==> config.mk <==
export PLATFORM = sky130hd
export DESIGN_NAME = flash_record_index_manager_top
export DESIGN_NICKNAME = d
export VERILOG_FILES = /design/src/hdl/frim_pkg.sv /design/src/hdl/flash_record_index_manager_top.sv
export SDC_FILE = /design/constraint.sdc
export NUM_CORES = 2
export LEC_CHECK = 0
export BUFFER_PORTS_ARGS = -buffer_cell sky130_fd_sc_hd__buf_2
export CELL_PAD_IN_SITES_DETAIL_PLACEMENT = 0
export CELL_PAD_IN_SITES_GLOBAL_PLACEMENT = 1
export CORE_ASPECT_RATIO = 0.7
export CORE_UTILIZATION = 45
export CTS_BUF_LIST = sky130_fd_sc_hd__clkbuf_8
export DETAILED_ROUTE_END_ITERATION = 8
export PLACE_DENSITY = 0.85
export SLEW_MARGIN = 10
export SYNTH_ARGS = -nofsm -noshare
export SYNTH_HDL_FRONTEND = slang
export SYNTH_SLANG_ARGS = --single-unit
==> constraint.sdc <==
create_clock -name clk_i -period 4.7 [get_ports clk_i]
set_input_delay 0.47 -clock clk_i [delete_from_list [all_inputs] [get_ports clk_i]]
set_output_delay 0.47 -clock clk_i [all_outputs]
set_load 0.02 [all_outputs]
==> src/hdl/frim_pkg.sv <==
// ----------------------------------------------------------------------------
// frim_pkg: shared definitions of the flash record index manager
// Sizes, entry codes, operation and status codes, and the record types.
// ----------------------------------------------------------------------------
package frim_pkg;

  localparam int INDEX_ENTRIES  = 32;
  localparam int BLOCK_BYTES    = 64;    // a power of two
  localparam int MAGIC_BYTES    = 32;
  localparam int SECTOR_BYTES   = 2112;
  localparam int NODE_MAX_BYTES = 2048;
  localparam int HEADER_BYTES   = 2;

  localparam int IDX_W     = $clog2(INDEX_ENTRIES);
  localparam int POS_W     = IDX_W + 1;
  localparam int BYTE_W    = 12;
  localparam int LEN_W     = 16;
  localparam int SOF_W     = LEN_W + 1;
  localparam int BLK_SHIFT = $clog2(BLOCK_BYTES);
  localparam int BASE_BYTES = MAGIC_BYTES + INDEX_ENTRIES;

  localparam logic [7:0] ENTRY_FREE = 8'hFF;
  localparam logic [7:0] ENTRY_CONT = 8'hFE;
  localparam logic [7:0] ENTRY_DEL  = 8'h00;

  typedef enum logic [1:0] {
    OP_ALLOC = 2'd0,
    OP_DELETE = 2'd1,
    OP_NEXT = 2'd2,
    OP_NONE = 2'd3
  } op_e;

  typedef enum logic [2:0] {
    ST_OK        = 3'd0,
    ST_TOO_BIG   = 3'd1,
    ST_NO_ROOM   = 3'd2,
    ST_IDX_FULL  = 3'd3,
    ST_BAD_POS   = 3'd4,
    ST_BAD_TYPE  = 3'd5,
    ST_NONE      = 3'd6,
    ST_RSVD      = 3'd7
  } status_e;

  typedef enum logic [3:0] {
    S_IDLE,
    S_CHECK,
    S_C_HEAD,
    S_C_BODY,
    S_PLACE,
    S_DEL_HEAD,
    S_DEL_BODY,
    S_NXT_SCAN,
    S_NXT_BODY,
    S_EMIT_MOVE,
    S_EMIT_LAST
  } state_e;

  typedef struct packed {
    logic [7:0]       kind;
    logic [POS_W-1:0] blocks;
    logic [IDX_W-1:0] old_pos;
    logic [IDX_W-1:0] new_pos;
  } move_t;

  // Result item as it sits in tdata, lowest field last.
  typedef struct packed {
    logic              active_side;
    logic [BYTE_W-1:0] free_bytes;
    logic              is_move;
    logic [7:0]        kind_out;
    logic [5:0]        block_count;
    logic [4:0]        old_pos;
    logic [4:0]        record_pos;
    logic [2:0]        status;
  } result_t;

endpackage

==> src/hdl/flash_record_index_manager_top.sv <==
// ----------------------------------------------------------------------------
// flash_record_index_manager_top
// Block-index table of a two-sector flash record store with allocate,
// delete and find-next operations and compaction into the other sector.
// ----------------------------------------------------------------------------
// One request is handled at a time; s_axis_tready is high only while idle.
// All table walks go through one read port of the index table and one
// compare, one entry per cycle. Compaction walks the index entries
// below the first free one, then sends a move item for each record
// that it moved.
// Move items come first, each carrying the free byte count and the active
// sector as they stand after the whole request; the final item has tlast.
module flash_record_index_manager_top (
  input  logic        clk_i,
  input  logic        rst_ni,
  input  logic        s_axis_tvalid_i,
  output logic        s_axis_tready_o,
  input  logic [31:0] s_axis_tdata_i,   // op[1:0], kind_in[9:2], length_in[25:10],
                                        // cursor[31:26]
  output logic        m_axis_tvalid_o,
  input  logic        m_axis_tready_i,
  output logic [47:0] m_axis_tdata_o,   // status[2:0], record_pos[7:3], old_pos[12:8],
                                        // block_count[18:13], kind_out[26:19],
                                        // is_move[27], free_bytes[39:28],
                                        // active_side[40], zero pad
  output logic        m_axis_tlast_o
);
  import frim_pkg::*;

  localparam logic [POS_W-1:0]  NENT   = POS_W'(INDEX_ENTRIES);
  localparam logic [BYTE_W-1:0] SECT   = BYTE_W'(SECTOR_BYTES);
  localparam logic [BYTE_W-1:0] BASE   = BYTE_W'(BASE_BYTES);
  localparam logic [SOF_W-1:0]  NODE_M = SOF_W'(NODE_MAX_BYTES);

  state_e state_q, state_d;
  logic [7:0]        table_q [INDEX_ENTRIES];
  move_t             mv_q [INDEX_ENTRIES];
  logic [POS_W-1:0]  pos_q, pos_d, dst_q, dst_d, cnt_q, cnt_d, ff_q, ff_d;
  logic [POS_W-1:0]  mv_n_q, mv_n_d, mv_rd_q, mv_rd_d;
  logic [IDX_W-1:0]  head_q, head_d, new_q, new_d;
  logic [7:0]        kind_q, kind_d;
  logic [SOF_W-1:0]  sof_q, sof_d;
  logic [BYTE_W-1:0] used_q, used_d, alloc_q, alloc_d;
  logic              side_q, side_d;
  status_e           rst_q, rst_d;
  logic [IDX_W-1:0]  rpos_q, rpos_d;
  logic [POS_W-1:0]  rblk_q, rblk_d;
  logic [7:0]        rkind_q, rkind_d;
  logic              ovalid_q, ovalid_d, olast_q, olast_d;
  result_t           odata_q, odata_d;

  // Table write controls.
  logic              tw_en, mv_we, tw_clr, tw_place;
  logic [IDX_W-1:0]  tw_addr;
  logic [7:0]        tw_data;

  logic              accept, out_free, in_range, at_end;
  logic [7:0]        ent;
  op_e               in_op;
  logic [7:0]        in_kind;
  logic [LEN_W-1:0]  in_len;
  logic [POS_W-1:0]  in_cur;
  logic [BYTE_W-1:0] room, avail, del_bytes, fb;
  logic [POS_W-1:0]  nb;
  move_t             mv_new, mv_out_q;

  assign in_op   = op_e'(s_axis_tdata_i[1:0]);
  assign in_kind = s_axis_tdata_i[9:2];
  assign in_len  = s_axis_tdata_i[25:10];
  assign in_cur  = s_axis_tdata_i[31:26];

  assign s_axis_tready_o = (state_q == S_IDLE);
  assign accept   = s_axis_tvalid_i && s_axis_tready_o;
  assign out_free = !ovalid_q || m_axis_tready_i;

  assign in_range = (pos_q < NENT);
  assign ent      = in_range ? table_q[pos_q[IDX_W-1:0]] : ENTRY_FREE;
  assign at_end   = !in_range || (ent == ENTRY_FREE);

  assign room  = (used_q < SECT) ? SECT - used_q : '0;
  assign avail = (alloc_q < SECT) ? SECT - alloc_q : '0;
  assign fb    = room;
  assign nb    = POS_W'((sof_q + SOF_W'(BLOCK_BYTES - 1)) >> BLK_SHIFT);
  assign del_bytes = BYTE_W'(cnt_q) << BLK_SHIFT;

  assign mv_new = '{kind: rkind_q, blocks: cnt_q, old_pos: head_q, new_pos: new_q};

  // Next state.
  always_comb begin
    state_d = state_q;
    case (state_q)
      S_IDLE: begin
        if (accept) begin
          case (in_op)
            OP_ALLOC:  state_d = S_CHECK;
            OP_DELETE: state_d = (in_cur < NENT) ? S_DEL_HEAD : S_EMIT_LAST;
            OP_NEXT:   state_d = S_NXT_SCAN;
            default:   state_d = S_IDLE;
          endcase
        end
      end
      S_CHECK: begin
        if (kind_q == ENTRY_DEL || kind_q == ENTRY_CONT || kind_q == ENTRY_FREE ||
            sof_q > NODE_M || sof_q > SOF_W'(room)) begin
          state_d = S_EMIT_LAST;
        end else if (sof_q > SOF_W'(avail)) begin
          state_d = S_C_HEAD;
        end else begin
          state_d = S_PLACE;
        end
      end
      S_C_HEAD: begin
        if (pos_q >= ff_q || at_end) begin
          state_d = S_PLACE;
        end else if (ent != ENTRY_CONT) begin
          state_d = S_C_BODY;
        end
      end
      S_C_BODY: begin
        if (!(in_range && ent == ENTRY_CONT)) state_d = S_C_HEAD;
      end
      S_PLACE:    state_d = S_EMIT_MOVE;
      S_DEL_HEAD: begin
        if (ent == ENTRY_FREE || ent == ENTRY_CONT || ent == ENTRY_DEL) begin
          state_d = S_EMIT_LAST;
        end else begin
          state_d = S_DEL_BODY;
        end
      end
      S_DEL_BODY: begin
        if (!(in_range && ent == ENTRY_CONT)) state_d = S_EMIT_LAST;
      end
      S_NXT_SCAN: begin
        if (at_end) begin
          state_d = S_EMIT_LAST;
        end else if (ent != ENTRY_CONT) begin
          state_d = S_NXT_BODY;
        end
      end
      S_NXT_BODY: begin
        if (!(in_range && ent == ENTRY_CONT)) state_d = S_EMIT_LAST;
      end
      S_EMIT_MOVE: begin
        if (mv_rd_q == mv_n_q) state_d = S_EMIT_LAST;
      end
      S_EMIT_LAST: begin
        if (out_free) state_d = S_IDLE;
      end
      default: state_d = S_IDLE;
    endcase
  end

  // Datapath and outputs.
  always_comb begin
    pos_d = pos_q; dst_d = dst_q; cnt_d = cnt_q; ff_d = ff_q;
    mv_n_d = mv_n_q; mv_rd_d = mv_rd_q; head_d = head_q; new_d = new_q;
    kind_d = kind_q; sof_d = sof_q; used_d = used_q; alloc_d = alloc_q;
    side_d = side_q; rst_d = rst_q; rpos_d = rpos_q; rblk_d = rblk_q;
    rkind_d = rkind_q;
    ovalid_d = ovalid_q && !m_axis_tready_i;
    olast_d = olast_q; odata_d = odata_q;
    tw_en = 1'b0; tw_addr = '0; tw_data = ENTRY_DEL;
    tw_clr = 1'b0; tw_place = 1'b0; mv_we = 1'b0;
    case (state_q)
      S_IDLE: begin
        if (accept) begin
          kind_d = in_kind;
          sof_d = SOF_W'(in_len) + SOF_W'(HEADER_BYTES);
          pos_d = in_cur;
          mv_n_d = '0;
          mv_rd_d = '0;
          rst_d = ST_OK; rpos_d = '0; rblk_d = '0; rkind_d = '0;
          if (in_op == OP_DELETE && in_cur >= NENT) rst_d = ST_BAD_POS;
        end
      end
      S_CHECK: begin
        if (kind_q == ENTRY_DEL || kind_q == ENTRY_CONT || kind_q == ENTRY_FREE) begin
          rst_d = ST_BAD_TYPE;
        end else if (sof_q > NODE_M) begin
          rst_d = ST_TOO_BIG;
        end else if (sof_q > SOF_W'(room)) begin
          rst_d = ST_NO_ROOM;
        end
        pos_d = '0;
        dst_d = '0;
      end
      S_C_HEAD: begin
        if (pos_q >= ff_q || at_end) begin
          tw_clr = 1'b1;
          ff_d = dst_q;
          used_d = BASE + (BYTE_W'(dst_q) << BLK_SHIFT);
          alloc_d = BASE + (BYTE_W'(dst_q) << BLK_SHIFT);
          side_d = !side_q;
        end else if (ent == ENTRY_CONT) begin
          pos_d = pos_q + 1'b1;
        end else begin
          rkind_d = ent;
          head_d = pos_q[IDX_W-1:0];
          new_d = dst_q[IDX_W-1:0];
          cnt_d = POS_W'(1);
          pos_d = pos_q + 1'b1;
          if (ent != ENTRY_DEL) begin
            tw_en = 1'b1; tw_addr = dst_q[IDX_W-1:0]; tw_data = ent;
            dst_d = dst_q + 1'b1;
          end
        end
      end
      S_C_BODY: begin
        if (in_range && ent == ENTRY_CONT) begin
          cnt_d = cnt_q + 1'b1;
          pos_d = pos_q + 1'b1;
          if (rkind_q != ENTRY_DEL) begin
            tw_en = 1'b1; tw_addr = dst_q[IDX_W-1:0]; tw_data = ENTRY_CONT;
            dst_d = dst_q + 1'b1;
          end
        end else if (rkind_q != ENTRY_DEL) begin
          mv_we = 1'b1;
          mv_n_d = mv_n_q + 1'b1;
        end
      end
      S_PLACE: begin
        if (ff_q >= NENT || nb > NENT - ff_q) begin
          rst_d = ST_IDX_FULL;
          rpos_d = '0; rblk_d = '0; rkind_d = '0;
        end else begin
          tw_place = 1'b1;
          rst_d = ST_OK;
          rpos_d = ff_q[IDX_W-1:0];
          rblk_d = nb;
          rkind_d = kind_q;
          ff_d = ff_q + nb;
          used_d = used_q + (BYTE_W'(nb) << BLK_SHIFT);
          alloc_d = alloc_q + (BYTE_W'(nb) << BLK_SHIFT);
        end
      end
      S_DEL_HEAD: begin
        if (ent == ENTRY_FREE || ent == ENTRY_CONT || ent == ENTRY_DEL) begin
          rst_d = ST_BAD_POS;
        end else begin
          tw_en = 1'b1; tw_addr = pos_q[IDX_W-1:0]; tw_data = ENTRY_DEL;
          rpos_d = pos_q[IDX_W-1:0];
          cnt_d = POS_W'(1);
          pos_d = pos_q + 1'b1;
        end
      end
      S_DEL_BODY: begin
        if (in_range && ent == ENTRY_CONT) begin
          tw_en = 1'b1; tw_addr = pos_q[IDX_W-1:0]; tw_data = ENTRY_DEL;
          cnt_d = cnt_q + 1'b1;
          pos_d = pos_q + 1'b1;
        end else begin
          used_d = (used_q > del_bytes) ? used_q - del_bytes : '0;
          rblk_d = cnt_q;
        end
      end
      S_NXT_SCAN: begin
        if (at_end) begin
          rst_d = ST_NONE;
        end else if (ent == ENTRY_CONT) begin
          pos_d = pos_q + 1'b1;
        end else begin
          rpos_d = pos_q[IDX_W-1:0];
          rkind_d = ent;
          cnt_d = POS_W'(1);
          pos_d = pos_q + 1'b1;
        end
      end
      S_NXT_BODY: begin
        if (in_range && ent == ENTRY_CONT) begin
          cnt_d = cnt_q + 1'b1;
          pos_d = pos_q + 1'b1;
        end else begin
          rblk_d = cnt_q;
        end
      end
      S_EMIT_MOVE: begin
        if (mv_rd_q != mv_n_q && out_free) begin
          ovalid_d = 1'b1;
          olast_d = 1'b0;
          odata_d = '{active_side: side_q, free_bytes: fb, is_move: 1'b1,
                      kind_out: mv_out_q.kind, block_count: 6'(mv_out_q.blocks),
                      old_pos: 5'(mv_out_q.old_pos), record_pos: 5'(mv_out_q.new_pos),
                      status: ST_OK};
          mv_rd_d = mv_rd_q + 1'b1;
        end
      end
      S_EMIT_LAST: begin
        if (out_free) begin
          ovalid_d = 1'b1;
          olast_d = 1'b1;
          odata_d = '{active_side: side_q, free_bytes: fb, is_move: 1'b0,
                      kind_out: rkind_q, block_count: 6'(rblk_q), old_pos: '0,
                      record_pos: 5'(rpos_q), status: rst_q};
        end
      end
      default: ;
    endcase
  end

  always_ff @(posedge clk_i or negedge rst_ni) begin
    if (!rst_ni) begin
      state_q <= S_IDLE;
      ff_q <= '0;
      used_q <= BASE;
      alloc_q <= BASE;
      side_q <= 1'b0;
      ovalid_q <= 1'b0;
      mv_n_q <= '0;
      mv_rd_q <= '0;
      pos_q <= '0;
      dst_q <= '0;
      cnt_q <= '0;
    end else begin
      state_q <= state_d;
      ff_q <= ff_d;
      used_q <= used_d;
      alloc_q <= alloc_d;
      side_q <= side_d;
      ovalid_q <= ovalid_d;
      mv_n_q <= mv_n_d;
      mv_rd_q <= mv_rd_d;
      pos_q <= pos_d;
      dst_q <= dst_d;
      cnt_q <= cnt_d;
    end
  end

  // The move list is read one entry ahead, so the entry at the read pointer
  // is ready in a register when it is sent.
  always_ff @(posedge clk_i) begin
    head_q <= head_d; new_q <= new_d; kind_q <= kind_d; sof_q <= sof_d;
    rst_q <= rst_d; rpos_q <= rpos_d; rblk_q <= rblk_d; rkind_q <= rkind_d;
    olast_q <= olast_d; odata_q <= odata_d;
    if (mv_we) mv_q[mv_n_q[IDX_W-1:0]] <= mv_new;
    mv_out_q <= mv_q[mv_rd_d[IDX_W-1:0]];
  end

  // Index table: one entry write per cycle, plus the tail clear that ends a
  // compaction and the block-wide write that places a new record.
  always_ff @(posedge clk_i or negedge rst_ni) begin
    if (!rst_ni) begin
      for (int i = 0; i < INDEX_ENTRIES; i++) table_q[i] <= ENTRY_FREE;
    end else begin
      for (int i = 0; i < INDEX_ENTRIES; i++) begin
        if (tw_clr && POS_W'(i) >= dst_q) begin
          table_q[i] <= ENTRY_FREE;
        end else if (tw_place && POS_W'(i) >= ff_q && POS_W'(i) < ff_q + nb) begin
          table_q[i] <= (POS_W'(i) == ff_q) ? kind_q : ENTRY_CONT;
        end else if (tw_en && tw_addr == IDX_W'(i)) begin
          table_q[i] <= tw_data;
        end
      end
    end
  end

  assign m_axis_tvalid_o = ovalid_q;
  assign m_axis_tlast_o  = olast_q;
  assign m_axis_tdata_o  = {7'b0, odata_q};

endmodule

---- Word level (Yosys, flattened, before mapping) ----
Memories as Yosys holds them, arrays and structs flattened. A register that Yosys moved wholly into a read port is not among the register bits.
Index checks and enable logic that the tools add are counted.
operators by class
  add/sub/neg operators ................... 15
  reductions and logical operators ........ 217
  bitwise gates (word level) .............. 3
  eq/ne operators ......................... 104
  multiplexer cells ....................... 247
  magnitude comparators ................... 109
operators by type and width
  operator                                            number
  two-way mux 8 bit                                   141
  >= comparator 5 x 6 -> 1 bit, first input constant  32
  two-way mux 6 bit                                   24
  logical AND 1 bit                                   133
  nonzero test 3 bit                                  35
  == test 5 x 6 -> 1 bit, first input constant        16
  >= comparator 4 x 6 -> 1 bit, first input constant  16
  < comparator 5 x 6 -> 1 bit, first input constant   16
  two-way mux 12 bit                                  7
  two-way mux 41 bit                                  2
  case mux 41 bit (2 select lines)                    1
  == test 5 bit, second input constant                16
  two-way mux 5 bit                                   12
  == test 4 x 6 -> 1 bit, first input constant        8
  >= comparator 3 x 6 -> 1 bit, first input constant  8
  < comparator 4 x 6 -> 1 bit, first input constant   8
  two-way mux 4 bit                                   12
  binary-select mux 8 bit (select 5 bit)              1
  == test 5 x 4 -> 1 bit, second input constant       8
  case mux 4 bit (10 select lines)                    1
  case mux 5 bit (4 select lines)                     2
  inequality test 2 bit, second input constant        18
  case mux 12 bit (3 select lines)                    1
  case mux 6 bit (2 select lines)                     3
  76 further kinds                                    174
storage, ports and cells
  memories kept ........................... 1
  input port bits ......................... 36
  output and inout port bits .............. 51
  register bits ........................... 421
  bits in writable memories ............... 768
memories
  name  depth  bits a word  rd ports  clocked after memory_dff  write ports  line                                  source
  mv_q  32     24           1         1                         1            flash_record_index_manager_top.sv:37  move_t mv_q [INDEX_ENTRIES];

---- Depth between registers and ports, before layout ----
  depth in word-level cells ............... 15
  depth in mapped cells ................... 19

---- Worst setup path before layout ----
No wires, ideal clock.
  kind .................................... reg2reg
  start point ............................. register sof_q[3]
  end point ............................... register table_q[251] (netlist bit)
  clock period less this slack ............ 5.229 ns
  setup time .............................. 0.082 ns
  buffers on the path ..................... 1
  cell stages (with the launch flop) ...... 16
  arrival ................................. 5.146 ns
  path slack .............................. -0.529 ns
  required time ........................... 4.618 ns
  cell sequence ........................... edfxtp_1 or4_1 o311ai_0 nor2_1 xor2_1 ha_1 nand2_1 o21a_1 o311ai_0 xnor3_1 nand2_1 nor3_1 a2111oi_0 a211o_1 buf_4 mux2_2
between the ends
  cells in the longest elaborated chain, start to end .. 9
  elaborated cells between the ends (all ways) .. 12
  those cells by class .................... 2 x add/sub; 2 x order compare; 4 x mux; 4 x reduce/logical
ends and longest elaborated chain
  item                                                 line                                   source
  start: declaration                                   flash_record_index_manager_top.sv:42   logic [SOF_W-1:0] sof_q, sof_d;
  start signal: assignment                             flash_record_index_manager_top.sv:331  head_q <= head_d; new_q <= new_d; kind_q <= kind_d; sof_q <= sof_d;
  adder 12 x 6 -> 12 bit *                             flash_record_index_manager_top.sv:83   assign nb = POS_W'((sof_q + SOF_W'(BLOCK_BYTES - 1)) >> BLK_SHIFT);
  branches (longest 5 deep; another with adder 6 bit)  -
  logical AND 1 bit *                                  flash_record_index_manager_top.sv:347  end else if (tw_place && POS_W'(i) >= ff_q && POS_W'(i) < ff_q + nb) begin
  two-way mux 8 bit                                    flash_record_index_manager_top.sv:347
  two-way mux 8 bit                                    flash_record_index_manager_top.sv:345  if (tw_clr && POS_W'(i) >= dst_q) begin
  end signal: indexed assignment                       flash_record_index_manager_top.sv:348  table_q[i] <= (POS_W'(i) == ff_q) ? kind_q : ENTRY_CONT;
  end signal: indexed assignment                       flash_record_index_manager_top.sv:350  table_q[i] <= tw_data;
  end: declaration                                     flash_record_index_manager_top.sv:36   logic [7:0] table_q [INDEX_ENTRIES];
Every way passes the cells marked *.
A chain may end at the register's enable or synchronous reset.

---- Worst setup path after layout ----
  start point ............................. register pos_q[2]
  end point ............................... register table_q[78] (netlist bit)
between the ends
  cells in the longest elaborated chain, start to end .. 13
  elaborated cells between the ends (all ways) .. 45
  those cells by class .................... 2 x order compare; 3 x eq/ne; 28 x mux; 1 x bitwise; 11 x reduce/logical
ends and longest elaborated chain
  item                                                                                       line                                                                          source
  start: declaration                                                                         flash_record_index_manager_top.sv:38                                          logic [POS_W-1:0] pos_q, pos_d, dst_q, dst_d, cnt_q, cnt_d, ff_q, ff_d;
  start signal: assignment                                                                   flash_record_index_manager_top.sv:322                                         pos_q <= pos_d;
  inverter 5 -> 6 bit (not written as such)                                                  flash_record_index_manager_top.sv:77                                          assign ent = in_range ? table_q[pos_q[IDX_W-1:0]] : ENTRY_FREE;
  binary-select mux 8 bit (select 5 bit)                                                     flash_record_index_manager_top.sv:77
  two-way mux 8 bit (not written as such) (2 in a row)                                       flash_record_index_manager_top.sv:77
  two-way mux 8 bit                                                                          flash_record_index_manager_top.sv:77
  nonzero test 8 bit, or another cell as far along                                           flash_record_index_manager_top.sv:202                                         if (ent != ENTRY_DEL) begin
  two-way mux 5 bit, or another cell as far along                                            flash_record_index_manager_top.sv:202
  two-way mux 5 bit, or another cell as far along                                            flash_record_index_manager_top.sv:194                                         end else if (ent == ENTRY_CONT) begin
  two-way mux 5 bit, or another cell as far along                                            flash_record_index_manager_top.sv:188                                         if (pos_q >= ff_q || at_end) begin
  case mux 5 bit (4 select lines) / case mux 8 bit (2 select lines) (equally long branches)  flash_record_index_manager_top.sv:164                                         case (state_q)
  == test 5 bit / two-way mux 8 bit (equally long branches)                                  flash_record_index_manager_top.sv:349                                         end else if (tw_en && tw_addr == IDX_W'(i)) begin
  logical AND 1 bit / two-way mux 8 bit (equally long branches)                              flash_record_index_manager_top.sv:349, flash_record_index_manager_top.sv:347
  nonzero test 3 bit (no source line) / two-way mux 8 bit (equally long branches)            -
Several ways; a longest one is shown, not always the timed one. The select of a mux whose other input is x is not followed.

==> metrics.csv <==
stage,metric,value,unit
status,status,"complete, no violations",
critical_path,r2r_slack,0.02,ns
placed_design,dp_hpwl,125000,um
pwr,p_per_area,679,nW/um^2
route,wl_per_cell,26.1,um
pwr,power.leakage,26.0,nW
timing,fmax,213,MHz
min_path,hold_class,in -> reg,
layout,syn2layout_area_growth,18.8,%
clock_tree,cts_buffers,182,
clock_tree,cts.sinks,1196,
route,drcViolationCount,0,
pwr,p_clk_frac,0.181,
critical_path,r2r_start,pos_q[2],
synth,yosysTopAreaCell,edfxtp_1,
critical_path,crit_buf_inv,8,
pwr,ir_drop,446,uV
timing,slew_violations,0,
critical_path,rr_worst_depth,19,
synth,synthTopCellsByArea,"edfxtp_1, dfstp_2, nand2_1",
floorplan,io_pins,87,
timing,min_period,4.68,ns
timing,tns,0,ns
floorplan,die_y,299,um
synth,synthCells,4966,
floorplan,core,124000,um^2
global_route,grt.total_usage,0.295,
global_route,gr-total-overflow,0,
critical_path,crit_slowest_cell,dfrtp_4,
synth,yosysMostFrequentCell,nand2_1,
pwr,p_sw,0.0190,W
min_path,whs_path_depth,3,
global_route,grt_max_degree,90,
layout,drive_gt1_frac,0.261,
clock_tree,clk_pin_slew,0.06,ns
timing,finalCritPeriodShare,0.997,
layout,fin_util,0.541,
critical_path,cp.required,5.55,ns
global_route,grt_pass1_vias,42281,
route,viasPerCell,6.11,
clock_tree,root_buffer,clkbuf_8,
clock_tree,clockBufferDepth,3,
synth,async_flop_share,0.259,
pwr,p_int,0.0267,W
floorplan,die_area,127000,um^2
clock_tree,h-tree-depth,4,
timing,fin_skew,0.0506,ns
synth,synth-edff-count,862,
layout,fin_nets,5599,
placed_design,portBuffers,74,
synth,ys_warn_count,0,
min_path,hold_path_end,m_axis_tvalid_o,
floorplan,die_w,426,um
critical_path,slowest_delay,0.57,ns
timing,hold_violations,0,
route,drt_iter0_markers,5509,
timing,rsz0062_at_grt,yes,
timing,slew_headroom,0.144,
global_route,antenna_found_initial,6,
synth,synth_common_cells,"nand2_1, edfxtp_1, nor2_1, nand3_1, dfstp_2",
timing,tightest_slew,1.28,ns
route,wl,191000,um
floorplan,initial_core_util,0.455,
synth,ys.flop_type,edfxtp_1,
global_route,grt_pass1_wl,278000,um
pwr,power,0.0456,W
clock_tree,cts_tree,done,
route,route.vias.total,44636,
floorplan,rows,108,
route,dr.pass1.iters,6,
placed_design,place.gp.congestion,1.10,
synth,synth_top_area_frac,0.457,
route,ant_nets,0,
critical_path,cp.arrival,5.54,ns
critical_path,cpMostUsedCell,buf_4,
timing,setup_violations,0,
min_path,hp-start,m_axis_tready_i,
pwr,p_sw_frac,0.416,
run,drv_cap,0,
layout,design_area,67200,um^2
synth,synth_area,56600,um^2
critical_path,crit_family,buffers and inverters,
pwr,p_comb_frac,0.491,
clock_tree,clk_latency,0.96,ns
critical_path,worstSetupStartpointType,flip-flop,
critical_path,crit_type,reg -> reg,
critical_path,cp_max_fo,23,
pwr,pwr-share-seq,0.328,
synth,syn_area_per_cell,11.4,um^2
synth,ys_seq_elements,1196,
critical_path,reg2reg_to,table_q[78],
synth,ys_seq_area_frac,0.609,
placed_design,placed_cell_area,62700,um^2
synth,ys_types,102,
critical_path,cp_cell_sequence,"buf_12, buf_4, mux2i_1, a22oi_1, a21oi_1, buf_4, o41ai_2, buf_4, nor4_1, nand2_1, buf_4, nand4_2, buf_4, buf_4, a211oi_2, nor2_1, buf_4, o21ai_4, mux2_2",
critical_path,critPathCaptureType,flip-flop,
power by group through the flow:
stage / Sequential [W] / Combinational [W] / Clock (W)
finish: 0.0150 / 0.0224 / 0.00826
global route: 0.0151 / 0.0237 / 0.00883
CTS: 0.0149 / 0.0212 / 0.00836
detailed placement: 0.0151 / 0.0210 / 0
global placement: 0.0151 / 0.0206 / 0
floorplan: 0.0149 / 0.0119 / 0
sequential cells by signal, summed over array words and instances (netlist names), 3 cells and up:
name	count
alloc_q	6
cnt_q	6
dst_q	6
ff_q	6
head_q	5
kind_q	8
m_axis_tdata_o	36
mv_n_q	6
mv_out_q	24
mv_q	768
mv_rd_q	6
new_q	5
pos_q	6
rblk_q	6
rkind_q	8
rpos_q	5
rst_q	3
sof_q	17
state_q	4
table_q	256
used_q	6
worst min-delay path: cells and delay by family:
kind	cells	cell delay, ns
simple gates	2	0.42
buf+inv	1	0.13
worst max-delay path by stage:
stage,from,to,slack (ns),cells past startpoint
floorplan,sof_q[3],table_q[236],-0.06,16
global placement,sof_q[3],table_q[230],-0.37,19
detailed placement,sof_q[3],table_q[230],-0.39,19
CTS,pos_q[2],table_q[254],0.0004,16
global route,sof_q[4],table_q[231],-0.10,23
finish,pos_q[2],table_q[78],0.02,19
kinds of logic after synthesis:
kind of cell             share of synthesized area
multiplexers                                0.0620
flip-flops                                   0.609
other                                    0.0000663
AO/OA/AOI/OAI                                0.129
AND/OR/NAND/NOR                              0.145
adder cells (fa/ha/maj)                     0.0149
buffers and inverters                       0.0301
XOR/XNOR                                   0.00938
stage by stage:
stage	hold slack [ns]	setup WS, ns	instances
2_1_floorplan	0.174	-0.0602	4980
3_3_place_gp	0.458	-0.366	6909
3_5_place_dp	0.473	-0.385	6909
4_1_cts	0.0344	0.000410	7282
5_1_grt	0.0596	-0.104	7302
6_report	0.122	0.0152	7304
placed cells by master, fill, tap and decap left out, types with 79 or more instances in the layout:
cell type,netlist,routed
a21oi_1,234,226
a311oi_1,146,146
a31oi_1,79,79
and3_1,109,109
buf_4,24,490
clkbuf_8,0,197
dfstp_2,258,258
edfxtp_1,862,862
inv_1,65,131
mux2_2,173,171
mux2i_1,135,133
nand2_1,938,934
nand3_1,282,280
nor2_1,299,263
o21ai_0,182,176
final cells by class:
cell class	instances	area, um^2
flip-flops and latches	1196	34400
well taps	1650	2060
repair buffers	668	5720
fillers	10407	57100
inverters	69	272
multi-input cells	3381	21200
clock buffers	197	2710
clock inverters	136	722
diodes	7	17.5
what timing repair did:
action,4_1_cts,5_1_grt
hold endpoints to repair,106,0
hold buffers,39,0
pin swaps,1,13
cloned,0,1
setup endpoints to repair,246,259
gates resized for setup,26,67
setup buffers,1,13
layer usage:
layer | vias up | global-route usage | wire length, um
li1 | 19505 | - | -
met1 | 22180 | 0.457 | 84500
met2 | 2582 | 0.394 | 76900
met3 | 363 | 0.0799 | 23500
met4 | 6 | 0.0969 | 5820
met5 | - | 0.00667 | 145
Note: power is estimated with default switching activity, not from simulation.
